## src/design/mdar_pkg.sv

```systemverilog
package mdar_pkg;

  localparam int FUNC_W  = 2;
  localparam int DELAY_W = 10;
  localparam int CHAN_W  = 4;
  localparam int WORD_W  = 32;
  localparam int SUM_W   = DELAY_W + 1;
  localparam int STEP_W  = 4;

  localparam logic [DELAY_W-1:0] MAX_DELAY_RST = 10'd1023;

  localparam logic signed [WORD_W-1:0] Q_MAX = 32'sh7fff_ffff;
  localparam logic signed [WORD_W-1:0] Q_MIN = 32'sh8000_0000;

  typedef enum logic [FUNC_W-1:0] {
    FUNC_PUSH = 2'd0,
    FUNC_PULL = 2'd1,
    FUNC_PEEK = 2'd2
  } func_t;

  typedef enum logic [2:0] {
    ST_CLEAR,
    ST_IDLE,
    ST_REDUCE,
    ST_MOD,
    ST_RD,
    ST_DONE,
    ST_PULL_RD,
    ST_PULL_EMIT
  } state_t;

endpackage

```

## src/design/mdar_mod.sv

```systemverilog
module mdar_mod (
  input  logic                        clk,
  input  logic                        rst_n,
  input  logic                        start,
  input  logic [mdar_pkg::SUM_W-1:0]   dividend,
  input  logic [mdar_pkg::SUM_W-1:0]   divisor,
  output logic                        done,
  output logic [mdar_pkg::DELAY_W-1:0] rem
);
  import mdar_pkg::*;

  logic [SUM_W-1:0]   dvd_r, dvd_nxt;
  logic [DELAY_W-1:0] rem_r, rem_nxt;
  logic [STEP_W-1:0]  cnt_r, cnt_nxt;
  logic               done_r, done_nxt;
  logic [SUM_W-1:0]   shifted;

  // restoring remainder, one dividend bit per cycle
  always_comb begin
    shifted  = {rem_r, dvd_r[SUM_W-1]};
    dvd_nxt  = dvd_r;
    rem_nxt  = rem_r;
    cnt_nxt  = cnt_r;
    done_nxt = 1'b0;
    if (start) begin
      dvd_nxt = dividend;
      rem_nxt = '0;
      cnt_nxt = STEP_W'(SUM_W);
    end else if (cnt_r != '0) begin
      dvd_nxt  = dvd_r << 1;
      rem_nxt  = (shifted >= divisor) ? DELAY_W'(shifted - divisor) : DELAY_W'(shifted);
      cnt_nxt  = cnt_r - 1'b1;
      done_nxt = (cnt_r == STEP_W'(1));
    end
  end

  always_ff @(posedge clk) begin
    if (!rst_n) begin
      cnt_r  <= '0;
      done_r <= 1'b0;
    end else begin
      cnt_r  <= cnt_nxt;
      done_r <= done_nxt;
    end
  end

  always_ff @(posedge clk) begin
    dvd_r <= dvd_nxt;
    rem_r <= rem_nxt;
  end

  assign done = done_r;
  assign rem  = rem_r;

endmodule

```

## config.mk

```make
export PLATFORM = sky130hd
export DESIGN_NAME = mdar_mod
export DESIGN_NICKNAME = d
export VERILOG_FILES = /design/src/design/mdar_pkg.sv /design/src/design/mdar_mod.sv
export SDC_FILE = /design/constraint.sdc
export NUM_CORES = 1
export LEC_CHECK = 0
export BUFFER_PORTS_ARGS = -buffer_cell sky130_fd_sc_hd__buf_2
export CAP_MARGIN = 20
export CORE_MARGIN = 2
export CORE_UTILIZATION = 45
export DETAILED_ROUTE_END_ITERATION = 16
export MAX_ROUTING_LAYER = met4
export PLACE_DENSITY = 0.68
export SYNTH_ARGS = -nofsm -noshare
export SYNTH_HDL_FRONTEND = slang
export SYNTH_SLANG_ARGS = --single-unit
```

## constraint.sdc

```tcl
create_clock -name clk -period 2.87 [get_ports clk]
set_clock_uncertainty 0.1 [all_clocks]
set_input_delay 0.1435 -clock clk [delete_from_list [all_inputs] [get_ports clk]]
set_output_delay 0.1435 -clock clk [all_outputs]
set_load 0.005 [all_outputs]
```

==> impl_metrics.json <==
{
  "rsz0062_at_grt": "false",
  "critical_path_required_ns": 3.00,
  "outcome": "finished, final reports clean",
  "setup_viol_count_final": 0,
  "timing.critical_path.to_type": "register",
  "number_of_global_route_vias_before_repair": 1287,
  "timing_max_transition_violations_final": 0,
  "area.sequential_um2": 631,
  "yosys.cell_count.top_type": "sky130_fd_sc_hd__inv_1",
  "crit_path_max_incr_delay_ns": 0.50,
  "post_synth.cell_area_avg_um2": 9.64,
  "cp_max_fo": 12,
  "vias": 1327,
  "gr-usage-all-layers_pct": 17.9,
  "grt_first_pass_wirelength_mm": 5.63,
  "static-leakage-power_nw": 0.868,
  "cts_setup_buffers": 0,
  "clock_path_buffers": 2,
  "rows": 21,
  "synth_area_leaders": "sky130_fd_sc_hd__edfxtp_1, sky130_fd_sc_hd__dfxtp_1, sky130_fd_sc_hd__ha_1",
  "synthFlopType": "sky130_fd_sc_hd__dfxtp_1",
  "drtPass1Iterations": 4,
  "max-vdd-ir-drop_uv": 289,
  "post_route_clock_period_utilization_pct": 86.5,
  "startpoint_type": "register",
  "area_of_the_mapped_netlist_um2": 1620,
  "netlist_instances": 168,
  "netlist_cell_types": 41,
  "timing_hold_violations_final": 0,
  "path_category_of_the_worst_min_delay_check": "input port to register",
  "synth_seq_cells": 26,
  "tightest_slew_ns": 0.617,
  "synth_warnings": 0,
  "power_dens_cells_nw_per_um2": 552,
  "comb_power_share_pct": 32.9,
  "clock-root-buffer": "sky130_fd_sc_hd__clkbuf_4",
  "p_switching_w": 0.000333,
  "slew-limit-headroom_pct": 58.9,
  "design.final.nets": 249,
  "die_area_um2": 4100,
  "timing.critical_path.slowest_stage_cell": "sky130_fd_sc_hd__o21ai_2",
  "overflow": 0,
  "clk_pin_slew_ns": 0.15,
  "fmax_ghz": 0.403,
  "core_region_area_um2": 3390,
  "numPortBuffers": 35,
  "maxCapViolations": 0,
  "dp_hpwl_mm": 2.48,
  "cts_htree_levels": 1,
  "filler_cell_count": 305,
  "post_cts_resize_count": 0,
  "start_util_pct": 47.8,
  "crit_chain": "ha_1, o211ai_1, a21oi_2, o21ai_2, o21ai_2, mux2_2, a22o_1",
  "cts.sinks": 26,
  "final.min_clock_period_ns": 2.48,
  "synth-async-reset-ratio_pct": 0,
  "path_class": "register to register",
  "cpMostUsedCell": "sky130_fd_sc_hd__o21ai_2",
  "synth_edf_count": 11,
  "pwr-share-clk_pct": 23.7,
  "die_h_um": 64.0,
  "drive_gt1_share_pct": 28.4,
  "synth.top_cell.area_share_pct": 20.4,
  "drt_first_iter_violations": 52,
  "ioPinCount": 36,
  "grt_start_max_net_pins": 26,
  "place.gp.congestion": 0.887,
  "number_of_antenna_violations_at_the_first_check_in_global_routing": 0,
  "tns_ns": 0,
  "totalWireLength_mm": 3.31,
  "drc": 0,
  "synthDominantAreaCellType": "sky130_fd_sc_hd__edfxtp_1",
  "wl_per_cell_um": 12.9,
  "path_buf_inv": 0,
  "switching_fraction_of_total_power_pct": 30.7,
  "number_of_nets_produced_by_synthesis": 205,
  "sequential_share_of_the_synthesized_area_pct": 38.9,
  "post_drt_via_cell_ratio": 5.16,
  "die-width_um": 64.0,
  "p_seq_share_pct": 43.4,
  "internal_power_w": 0.000751,
  "num_antenna_cells": 0,
  "timing.critical_path.arrival_ns": 2.61,
  "synthTopCellsByCount": "sky130_fd_sc_hd__inv_1, sky130_fd_sc_hd__dfxtp_1, sky130_fd_sc_hd__nor2_1, sky130_fd_sc_hd__a21oi_1",
  "multi_input_area_um2": 896,
  "cell_type_group_with_the_largest_total_delay_on_the_critical_path": "compound AO/OA/AOI/OAI gates",
  "clock_insertion_delay_worst_skew_ns": 0.32,
  "cts_tree": "done",
  "clock_buffer_count_from_cts": 3,
  "final_antenna_net_count": 0,
  "area_growth_syn_to_layout_pct": 21.2,
  "utilization_pct": 58.0
}
==> final timing paths <==
path	startpoint	to	slack [ns]	cells past startpoint
worst max-delay path	rem[1]	rem[8]	0.39	7
worst min-delay path	dividend[5]	dvd_r[5]	0.01	2
worst max register to register	rem[1]	rem[8]	0.39	7
worst min register to register	cnt_r[0]	done	0.44	2
==> registers in the layout, summed over array words and instances (netlist names) <==
| signal | cells |
|---|---|
| dvd_r | 11 |
| cnt_r | 4 |
| rem | 10 |
| done | 1 |
==> per-stage QoR <==
stage / hold slack [ns] / std cells / setup slack, ns / power (W) / cell area [um2]
final: 0.0112 / 257 / 0.388 / 0.00108 / 1960
after global routing: 0.00296 / 257 / 0.194 / 0.00116 / 1960
after CTS: 0.000493 / 255 / 0.375 / 0.00109 / 1940
after detailed placement: 0.296 / 246 / 0.424 / 0.000829 / 1840
after global placement: 0.288 / 246 / 0.478 / 0.000820 / 1840
after floorplan: 0.161 / 168 / 0.745 / 0.000738 / 1620
==> final cells by class <==
type | instances | share of cell area, %
timing repair buffer | 44 | 13.2
sequential | 26 | 32.1
clock inverter | 1 | 1.53
clock buffer | 3 | 1.15
inverter | 18 | 3.44
multi-input combinational | 119 | 45.6
tap | 46 | 2.93
==> power by group through the flow <==
stage	Combinational (W)	Sequential [W]	Clock, W
after floorplan	0.000264	0.000474	0
after global routing	0.000400	0.000480	0.000280
final	0.000356	0.000471	0.000257
after CTS	0.000356	0.000472	0.000265
after detailed placement	0.000349	0.000480	0
after global placement	0.000344	0.000475	0
==> metal layers <==
metal | track usage [%] | vias up | share of wire [%]
met5 | - | - | 0
met3 | 3.17 | 2 | 4.4
met1 | 21.2 | 601 | 44
met2 | 31.0 | 30 | 51
met4 | 5.43 | 0 | 0.63
li1 | - | 694 | -
==> placed cells by master, fill, tap and decap left out, types with 3 or more instances in the layout <==
master and n:
sky130_fd_sc_hd__nand2_1 8, sky130_fd_sc_hd__a21oi_1 12, sky130_fd_sc_hd__mux2i_1 4, sky130_fd_sc_hd__dfxtp_1 15
sky130_fd_sc_hd__o21ai_0 6, sky130_fd_sc_hd__a211oi_1 5, sky130_fd_sc_hd__mux2_2 11, sky130_fd_sc_hd__and3_1 3
sky130_fd_sc_hd__nand2b_1 4, sky130_fd_sc_hd__ha_1 11, sky130_fd_sc_hd__nor4_1 3, sky130_fd_sc_hd__dlygate4sd3_1 7
sky130_fd_sc_hd__edfxtp_1 11, sky130_fd_sc_hd__xnor2_1 5, sky130_fd_sc_hd__inv_1 18, sky130_fd_sc_hd__clkbuf_4 3
sky130_fd_sc_hd__buf_2 35, sky130_fd_sc_hd__nor2_1 15
==> kinds of logic (layout without fill, tap and decap cells) <==
family,Yosys count,in the layout,share of synthesized area [%]
buffers and inverters,23,66,5.79
DFF,26,26,38.9
adders and majority gates,12,12,9.73
xor gates and xnor gates,6,6,3.24
AOI/OAI and AO/OA,41,41,17.7
and+or+nand+nor,45,45,14.5
muxes,15,15,10.1
==> what timing repair did <==
item                                    4_1_cts  5_1_grt
hold endpoints to repair                      9        2
endpoints found under the setup margin        0        0
hold buffers                                  5        2
Power figures use the tool's default switching activity.
